## src/hdl/sha1ci_pkg.sv

```systemverilog
`default_nettype none

package sha1ci_pkg;

	// opcodes
	localparam logic [2:0] OP_CHOOSE = 3'd0;
	localparam logic [2:0] OP_PARITY = 3'd1;
	localparam logic [2:0] OP_MAJ    = 3'd2;
	localparam logic [2:0] OP_ROT    = 3'd3;
	localparam logic [2:0] OP_SCHED0 = 3'd4;
	localparam logic [2:0] OP_SCHED1 = 3'd5;
	// unassigned; both return zero
	localparam logic [2:0] OP_SPARE6 = 3'd6;
	localparam logic [2:0] OP_SPARE7 = 3'd7;

	localparam int unsigned LaneW  = 32;
	localparam int unsigned NLanes = 4;

	typedef logic [LaneW-1:0] lane_t;
	typedef logic [NLanes-1:0][LaneW-1:0] vec_t;

	typedef struct packed {
		logic [2:0]  opcode;
		logic [63:0] src1_lo;
		logic [63:0] src1_hi;
		logic [63:0] src2_lo;
		logic [63:0] src2_hi;
		logic [63:0] src3_lo;
		logic [63:0] src3_hi;
	} req_t;

	typedef struct packed {
		logic [63:0] result_lo;
		logic [63:0] result_hi;
	} rsp_t;

	// Working state carried down the round pipe. For non-round opcodes
	// abcd already holds the final result and the rounds pass it through.
	typedef struct packed {
		logic [2:0] opcode;
		vec_t       abcd;
		lane_t      e;
		vec_t       wk;
	} stage_t;

	function automatic lane_t rol32(input lane_t x, input int unsigned n);
		rol32 = (x << n) | (x >> (LaneW - n));
	endfunction

	function automatic lane_t round_fn(input logic [2:0] op, input lane_t x,
			input lane_t y, input lane_t z);
		unique case (op)
			OP_CHOOSE: round_fn = ((y ^ z) & x) ^ z;
			OP_PARITY: round_fn = x ^ y ^ z;
			default:   round_fn = (x & y) | ((x | y) & z);
		endcase
	endfunction

endpackage

`default_nettype wire

```

## src/hdl/sha1ci_prep.sv

```systemverilog
`default_nettype none

// Operand decode; non-round opcodes are finished here.
module sha1ci_prep (
	input  wire sha1ci_pkg::req_t   req,
	output sha1ci_pkg::stage_t      stage
);

	sha1ci_pkg::vec_t  s1, s2, s3, t;
	sha1ci_pkg::lane_t h;

	assign s1 = {req.src1_hi, req.src1_lo};
	assign s2 = {req.src2_hi, req.src2_lo};
	assign s3 = {req.src3_hi, req.src3_lo};
	assign h  = sha1ci_pkg::rol32(s2[0], 30);

	// schedule step 1: T = op1 ^ (op2 >> 32)
	assign t = s1 ^ {32'd0, s2[3], s2[2], s2[1]};

	always_comb begin
		stage.opcode = req.opcode;
		stage.abcd   = '0;
		stage.e      = s2[0];
		stage.wk     = s3;
		unique case (req.opcode) inside
			sha1ci_pkg::OP_CHOOSE, sha1ci_pkg::OP_PARITY, sha1ci_pkg::OP_MAJ: begin
				stage.abcd = s1;
			end
			sha1ci_pkg::OP_ROT: begin
				stage.abcd = {h, h, h, h};
			end
			sha1ci_pkg::OP_SCHED0: begin
				stage.abcd = {req.src2_lo ^ req.src1_hi ^ req.src3_hi,
					req.src1_hi ^ req.src1_lo ^ req.src3_lo};
			end
			sha1ci_pkg::OP_SCHED1: begin
				stage.abcd[0] = sha1ci_pkg::rol32(t[0], 1);
				stage.abcd[1] = sha1ci_pkg::rol32(t[1], 1);
				stage.abcd[2] = sha1ci_pkg::rol32(t[2], 1);
				stage.abcd[3] = sha1ci_pkg::rol32(t[3], 1) ^ sha1ci_pkg::rol32(t[0], 2);
			end
			default: begin
				stage.abcd = '0;
			end
		endcase
	end

endmodule

`default_nettype wire

```

## src/hdl/sha1ci_round.sv

```systemverilog
`default_nettype none

// One SHA-1 round; consumes wk lane 0 and shifts the rest down. Non-round opcodes pass through unchanged.
module sha1ci_round (
	input  wire sha1ci_pkg::stage_t cur,
	output sha1ci_pkg::stage_t      nxt
);

	sha1ci_pkg::lane_t t;
	logic              is_round;

	assign is_round = (cur.opcode == sha1ci_pkg::OP_CHOOSE)
		|| (cur.opcode == sha1ci_pkg::OP_PARITY)
		|| (cur.opcode == sha1ci_pkg::OP_MAJ);

	assign t = sha1ci_pkg::rol32(cur.abcd[0], 5)
		+ sha1ci_pkg::round_fn(cur.opcode, cur.abcd[1], cur.abcd[2], cur.abcd[3])
		+ cur.e + cur.wk[0];

	always_comb begin
		nxt = cur;
		if (is_round) begin
			nxt.abcd[0] = t;
			nxt.abcd[1] = cur.abcd[0];
			nxt.abcd[2] = sha1ci_pkg::rol32(cur.abcd[1], 30);
			nxt.abcd[3] = cur.abcd[2];
			nxt.e       = cur.abcd[3];
			nxt.wk      = {32'd0, cur.wk[3], cur.wk[2], cur.wk[1]};
		end
	end

endmodule

`default_nettype wire

```

## src/hdl/sha1_crypto_instruction_unit.sv

```systemverilog
// SHA-1 instruction unit: four-round hash steps (choose, parity, majority),
// fixed rotate of e, and the two message-schedule update steps.
//
// Channels: req carries one instruction (opcode plus three 128-bit operands,
// lane 0 in the low bits); rsp returns one 128-bit result per instruction.
// A transfer happens on a rising edge with valid high and stall low.
//
// Pipeline: four register stages, stage_s1 to stage_s4, the last one the
// output; round 0 runs ahead of stage_s1 and one round runs after each of
// stage_s1, stage_s2 and stage_s3.
// Throughput: one instruction per cycle while req_stall is low, any opcode mix.
//
// Stall: the four stages advance together; while rsp is held off with a
// result waiting, req_stall goes high and every stage holds. Empty slots
// do not stall the pipe.
//
// Reset: arst_n clears all stage valid bits; the pipe starts empty and
// ready. There is no state kept between instructions.
`default_nettype none

module sha1_crypto_instruction_unit (
	input  wire                    clk,
	input  wire                    arst_n,
	input  wire                    req_valid,
	output logic                   req_stall,
	input  wire sha1ci_pkg::req_t  req,
	output logic                   rsp_valid,
	input  wire                    rsp_stall,
	output sha1ci_pkg::rsp_t       rsp
);

	sha1ci_pkg::stage_t st_0, rnd_0, rnd_1, rnd_2, rnd_3;
	sha1ci_pkg::stage_t stage_s1, stage_s2, stage_s3, stage_s4;
	logic valid_s1, valid_s2, valid_s3, valid_s4;
	logic adv;

	// whole pipe moves unless a finished result is being held off
	assign adv       = !(valid_s4 && rsp_stall);
	assign req_stall = !adv;

	sha1ci_prep u_prep (.req(req), .stage(st_0));

	// round 0 runs in front of the first register
	sha1ci_round u_rnd0 (.cur(st_0),     .nxt(rnd_0));
	sha1ci_round u_rnd1 (.cur(stage_s1), .nxt(rnd_1));
	sha1ci_round u_rnd2 (.cur(stage_s2), .nxt(rnd_2));
	sha1ci_round u_rnd3 (.cur(stage_s3), .nxt(rnd_3));

	always_ff @(posedge clk or negedge arst_n) begin
		if (!arst_n) begin
			valid_s1 <= 1'b0;
			valid_s2 <= 1'b0;
			valid_s3 <= 1'b0;
			valid_s4 <= 1'b0;
		end else if (adv) begin
			valid_s1 <= req_valid;
			valid_s2 <= valid_s1;
			valid_s3 <= valid_s2;
			valid_s4 <= valid_s3;
		end
	end

	// payload: no reset
	always_ff @(posedge clk) begin
		if (adv) begin
			stage_s1 <= rnd_0;
			stage_s2 <= rnd_1;
			stage_s3 <= rnd_2;
			stage_s4 <= rnd_3;
		end
	end

	assign rsp_valid     = valid_s4;
	assign rsp.result_lo = {stage_s4.abcd[1], stage_s4.abcd[0]};
	assign rsp.result_hi = {stage_s4.abcd[3], stage_s4.abcd[2]};

	// an item in stage 2 moves on to stage 3 with its opcode intact
	a_s2_moves: assert property (@(posedge clk) disable iff (!arst_n)
		valid_s2 && adv |=> valid_s3 && stage_s3.opcode == $past(stage_s2.opcode))
		else $error("stage 2 item lost or corrupted");

	// a held result keeps the pipe frozen
	a_hold: assert property (@(posedge clk) disable iff (!arst_n)
		valid_s4 && rsp_stall |=> valid_s4 && $stable(stage_s4))
		else $error("held result changed");

	// unused opcodes return zero
	a_unused_zero: assert property (@(posedge clk) disable iff (!arst_n)
		valid_s4 && (stage_s4.opcode == sha1ci_pkg::OP_SPARE6
			|| stage_s4.opcode == sha1ci_pkg::OP_SPARE7)
		|-> rsp.result_lo == 64'd0 && rsp.result_hi == 64'd0)
		else $error("unused opcode gave nonzero result");

	// fixed rotate fills all four lanes with the same word
	a_rot_lanes: assert property (@(posedge clk) disable iff (!arst_n)
		valid_s4 && stage_s4.opcode == sha1ci_pkg::OP_ROT
		|-> rsp.result_lo == rsp.result_hi
			&& rsp.result_lo[63:32] == rsp.result_lo[31:0])
		else $error("rotate lanes differ");

endmodule

`default_nettype wire
```

## config.mk

```make
export PLATFORM = sky130hd
export DESIGN_NAME = sha1_crypto_instruction_unit
export DESIGN_NICKNAME = d
export VERILOG_FILES = /design/src/hdl/sha1ci_pkg.sv /design/src/hdl/sha1ci_prep.sv /design/src/hdl/sha1ci_round.sv /design/src/hdl/sha1_crypto_instruction_unit.sv
export SDC_FILE = /design/constraint.sdc
export NUM_CORES = 2
export LEC_CHECK = 0
export BUFFER_PORTS_ARGS = -buffer_cell sky130_fd_sc_hd__clkbuf_2
export CORE_AREA = 2 2 355 357
export CTS_CLUSTER_SIZE = 30
export DETAILED_ROUTE_END_ITERATION = 16
export DIE_AREA = 0 0 357 359
export HOLD_SLACK_MARGIN = 0.1
export PLACE_DENSITY = 0.68
export SLEW_MARGIN = 10
export SYNTH_ARGS = -nofsm -noshare
export SYNTH_HDL_FRONTEND = slang
export SYNTH_SLANG_ARGS = --single-unit
```

## constraint.sdc

```tcl
create_clock -name clk -period 32.8 [get_ports clk]
set_clock_uncertainty 0.05 [all_clocks]
set_input_delay 0 -clock clk [delete_from_list [all_inputs] [get_ports clk]]
set_output_delay 0 -clock clk [all_outputs]
set_load 0.02 [all_outputs]
```

# Yosys cells after proc, flatten, opt, wreduce, memory -nomap -nowiden
# Cells that the tools add are included.
dict set report word_totals {
  ff_bits 1005
  in_bits 391
  word_cells 140
}
dict set report classes {
  add_sub_neg 12
  eq_ne 11
  mux 9
  bitwise_logic 56
  reduce_logical 14
}
# cell count
set ops {}
lappend ops {{$mux W288} 4}
lappend ops {{$xor A32 B32 Y32} 17}
lappend ops {{$pmux W128 S4} 1}
lappend ops {{$add A32 B32 Y32} 12}
lappend ops {{$and A32 B32 Y32} 12}
lappend ops {{$or A32 B32 Y32} 8}
lappend ops {{$pmux W32 S2} 4}
lappend ops {{$xor A64 B64 Y64} 4}
lappend ops {{$or A32 B30 Y32} 5}
lappend ops {{$or A32 B1 Y32} 4}
lappend ops {{$or A32 B5 Y32} 4}
lappend ops {{$xor A128 B96 Y128} 1}
lappend ops {{$or A32 B2 Y32} 1}
lappend ops {{$eq A3 B2 Y1 const B} 5}
lappend ops {{$eq A3 B1 Y1 const B} 4}
lappend ops {{$logic_not A3 Y1} 4}
lappend ops {{$logic_or A1 B1 Y1} 8}
lappend ops {{$eq A3 B3 Y1 const B} 2}
lappend ops {{$reduce_or A3 Y1} 1}
lappend ops {{$logic_and A1 B1 Y1} 1}

# Depth between registers and ports, before layout
dict set report logic_depth {
  depth_word 12
  ltp_mapped 27
  mapped_depth_nobuf 23
}

# By module
# Synthesis repeated with hierarchy kept, for this count alone.
dict set report unflattened {
  cells_unflattened 8067
  hier_area_um2 73377.9
}
# module n_inst cells_per_inst area_each_um2
set modules_own_cells {}
lappend modules_own_cells {sha1_crypto_instruction_unit 1 1011 30220.2}
lappend modules_own_cells {{sha1ci_round at u_rnd1 ...} 2 1501 8952.3}
lappend modules_own_cells {{sha1ci_round at u_rnd0} 1 1492 8867.3}
lappend modules_own_cells {{sha1ci_round at u_rnd3} 1 1487 8795.9}
lappend modules_own_cells {sha1ci_prep 1 1075 7589.8}

# Worst setup path after synthesis
# No wires, ideal clock.
dict set report synth_path {
  kind {register to output}
  start {register valid_s4 (netlist: rsp_valid)}
  end {output req_stall}
  arrival_ps 20314
  t_required_ps 32750
  path_slack_ps 12436
  path_stages_with_launch 3
  cell_sequence {dfrtp_1 nand2_1 inv_1}
}
dict set report synth_between {
  elab_chain_cells 1
}
# item line_no
set synth_lines {}
lappend synth_lines {{start, declared} sha1_crypto_instruction_unit.sv:34} ;# logic valid_s1, valid_s2, valid_s3, valid_s4;
lappend synth_lines {{start signal, assigned} sha1_crypto_instruction_unit.sv:59} ;# valid_s4 <= valid_s3;
lappend synth_lines {{$logic_and A1 B1 Y1} sha1_crypto_instruction_unit.sv:38} ;# assign adv = !(valid_s4 && rsp_stall);
lappend synth_lines {{end, declared} sha1_crypto_instruction_unit.sv:25} ;# output logic req_stall,
# No other way between the ends.

==> key figures <==
Run status
  – Outcome: completed

Setup path
  – CP max stage cell: buf_4
  – WP data arrival: 7.63 ns
  – CP required: 33.15 ns
  – R2r setup slk: 27.36 ns
  – Reg2Reg Depth: 18
  – CP startpoint kind: input pin
  – Kind of critical path: input pin to register
  – Worst R2R End: stage_s2[191]
  – Most numerous cell on the critical path: buf_4
  – Reg2reg start: stage_s1[290]
  – Crit path largest cell delay: 0.65 ns
  – Worst-path fanout max: 64
  – Crit. Startpoint: req[384]
  – CP endpoint kind: register

Flow run
  – MaxCap Viol Count: 0

GRT
  – Total Routing Usage GR: 0.319
  – Grt ovf: 0
  – Vias in the first global route: 48,843
  – Initial antenna violation count: 8
  – First-pass GRT wire length: 308 mm
  – Largest net degree at the start of global routing: 205

Detailed routing
  – Initial DRT Pass Iterations: 7
  – First DRT Iteration DRCs: 6,133
  – Antenna Nets Post-Route: 0
  – DRC Markers: 0
  – DR WL/cell: 22.5 microns
  – Avg Vias per Cell: 5.60
  – DRT Wirelength: 209 mm
  – Vias: 52,017

STA
  – Final period utilization: 0.222
  – Worst slew margin: 0.170
  – Max frequency: 137 MHz
  – Setup TNS: 0 ns
  – Fin. Hold Viols: 0
  – Fin crit period: 7.29 ns
  – RSZ-0062 raised after global routing: false
  – Worst-margin pin slew: 1.24 ns
  – Setup Viol. Count Final: 0
  – Pins Over Slew Limit: 0

Place
  – Port bufs: 520
  – Routability congestion estimate: 0.974
  – Post-DP HPWL: 162 mm

Worst hold path
  – Hold EP: stage_s1[189]
  – Tightest Hold Check Type: input pin to register
  – Hold depth: 4
  – Hold Crit Start: req[223]

Logic synthesis
  – Area leader, netlist: edfxtp_1
  – Mapped Area: 61,700 sq um
  – Netlist cell types: 88
  – Multiplexer area fraction after synthesis: 0.00755
  – Adder-Cell Fraction of Synth Area: 0.158
  – Synth top area cells: edfxtp_1 (39%), nand2_1 (8.6%), fa_1 (8.1%), ha_1 (7.7%), xnor2_1 (6.1%)
  – Top cells by count, synth: nand2_1 (1,409), inv_1 (846), edfxtp_1 (809)
  – Compound-Gate Fraction of Synth Area: 0.155
  – Synth top area share: 0.394
  – Mapped Cells: 6,845
  – Syn nets: 7,864
  – Most common cell in the netlist: nand2_1
  – Synthesized area per cell: 9.01 sq um
  – Synth Warn #: 0
  – Simple-Gate Fraction of Synth Area: 0.130
  – Post-Synth XOR/XNOR Area: 0.0815
  – Post-synth ARST share: 0.00492
  – Main combinational cell family by area after synthesis: adder cells
  – Post-synthesis sequential area ratio: 0.396
  – Main synth FF type: edfxtp_1
  – Flops & latches, synth: 813
  – EDFF count, synth: 809

CTS
  – CTS tree: done
  – Post-CTS setup buffers: 0
  – Clk slew on worst S/H paths: 0.07 ns
  – CTS resizes: 0
  – Latest clock arrival within the worst-skew pair: 0.67 ns
  – Total CTS buffers: 85
  – Clock buffer depth: 3
  – CTS sink count: 813
  – H-tree Lvls: 3
  – Clk root buf: clkbuf_16

Cells and area
  – Area growth from synthesis to layout: 17.3%
  – Layout cells sized above 1: 0.101
  – Layout Nets: 8,583

Floorplanning
  – Die Y: 359 microns
  – Site Rows: 130
  – Ports: 521
  – Chip width: 357 microns
  – Die area: 128,000 sq um
  – CORE AREA: 125,000 sq um
  – Initial Util: 0.495
-- registers in the layout, indices dropped and copies added, names as in the netlist --
register	cells
rsp_valid	1
valid_s3	1
stage_s2	227
valid_s1	1
stage_s3	195
stage_s1	259
valid_s2	1
rsp	128
-- cell type report --
type / count / area (sq um)
repair buffers: 954 / 6900
diodes: 2 / 5.00
clock buffers: 97 / 2240
clock inverters: 59 / 606
well taps: 1650 / 2060
fillers: 10947 / 52300
flip-flops and latches: 813 / 24400
inverters: 851 / 3190
multi-input cells: 4859 / 32900
-- per-layer routing --
layer	routed length, microns	vias up	global-route usage	share of wire
li1	-	24342	-	-
met3	18100	363	0.0380	0.087
met2	88600	2610	0.466	0.42
met5	23	-	0	0.00011
met1	95000	24698	0.489	0.45
met4	7400	4	0.105	0.035
-- logic make-up (layout without fill, tap and decap cells) --
logic type | after synthesis | after routing
mux | 43 | 43
compound gates | 1631 | 1631
flops | 813 | 813
simple gates | 1984 | 1984
xor+xnor | 573 | 573
fa+ha+maj | 628 | 628
other cells | 0 | 2
buf+inv | 1173 | 1961
-- critical path, delay by kind of cell --
kind | cells | cell delay (ns)
XOR/XNOR | 2 | 0.27
AO/OA/AOI/OAI | 10 | 1.97
buffers and inverters | 8 | 3.30
multiplexers | 1 | 0.08
adder cells (fa/ha/maj) | 3 | 1.29
AND/OR/NAND/NOR | 3 | 0.62
-- repair_timing --
action                                  4_1_cts  5_1_grt
endpoints found under the hold margin       255        0
endpoints found under the setup margin        0        0
hold buffers                                394        0
-- stage by stage --
step                setup slack [ns]  cell area (sq um)  hold WS (ns)  cells  utilization
floorplan                      12.44              61700        -0.346   6845            -
global placement               25.64              65600        -0.242   8733        0.526
detailed placement             25.60              65600        -0.238   8733        0.526
CTS                            25.74              72300         0.108   9283        0.581
global route                   25.24              72300         0.159   9285        0.581
finish                         25.51              72300         0.150   9285        0.581
-- worst max path at each step --
stage,to,slack [ns]
floorplan,req_stall,12.44
global placement,stage_s1[190],25.64
detailed placement,stage_s1[190],25.60
CTS,stage_s1[190],25.74
global route,stage_s1[190],25.24
finish,stage_s1[190],25.51
-- cells in the final DEF, fill, tap and decap left out, types with 17 or more instances in the layout --
| cell | Yosys | layout |
|---|---|---|
| xnor2_1 | 432 | 432 |
| o21ai_0 | 568 | 568 |
| a211oi_1 | 113 | 113 |
| inv_1 | 846 | 846 |
| a21o_1 | 55 | 51 |
| nand2_1 | 1409 | 1408 |
| ha_1 | 380 | 380 |
| nor2_1 | 319 | 315 |
| a21oi_1 | 569 | 565 |
| dlygate4sd3_1 | 0 | 394 |
| a31oi_1 | 17 | 17 |
| edfxtp_1 | 809 | 809 |
| o211ai_1 | 40 | 40 |
| clkbuf_16 | 0 | 88 |
| o2111a_1 | 27 | 27 |
| xor2_1 | 140 | 140 |
| o31ai_1 | 36 | 36 |
| o21ai_1 | 61 | 61 |
| buf_4 | 2 | 36 |
| o21a_1 | 20 | 20 |
| fa_1 | 248 | 248 |
| mux2_2 | 26 | 26 |
| nor3_1 | 42 | 42 |
| nor2b_1 | 103 | 103 |
| nand3_1 | 33 | 32 |
| clkbuf_2 | 0 | 520 |
Power is left out: the tool's default activity adds up to more than one toggle a clock period on the data nets, which glitch-free logic cannot reach.
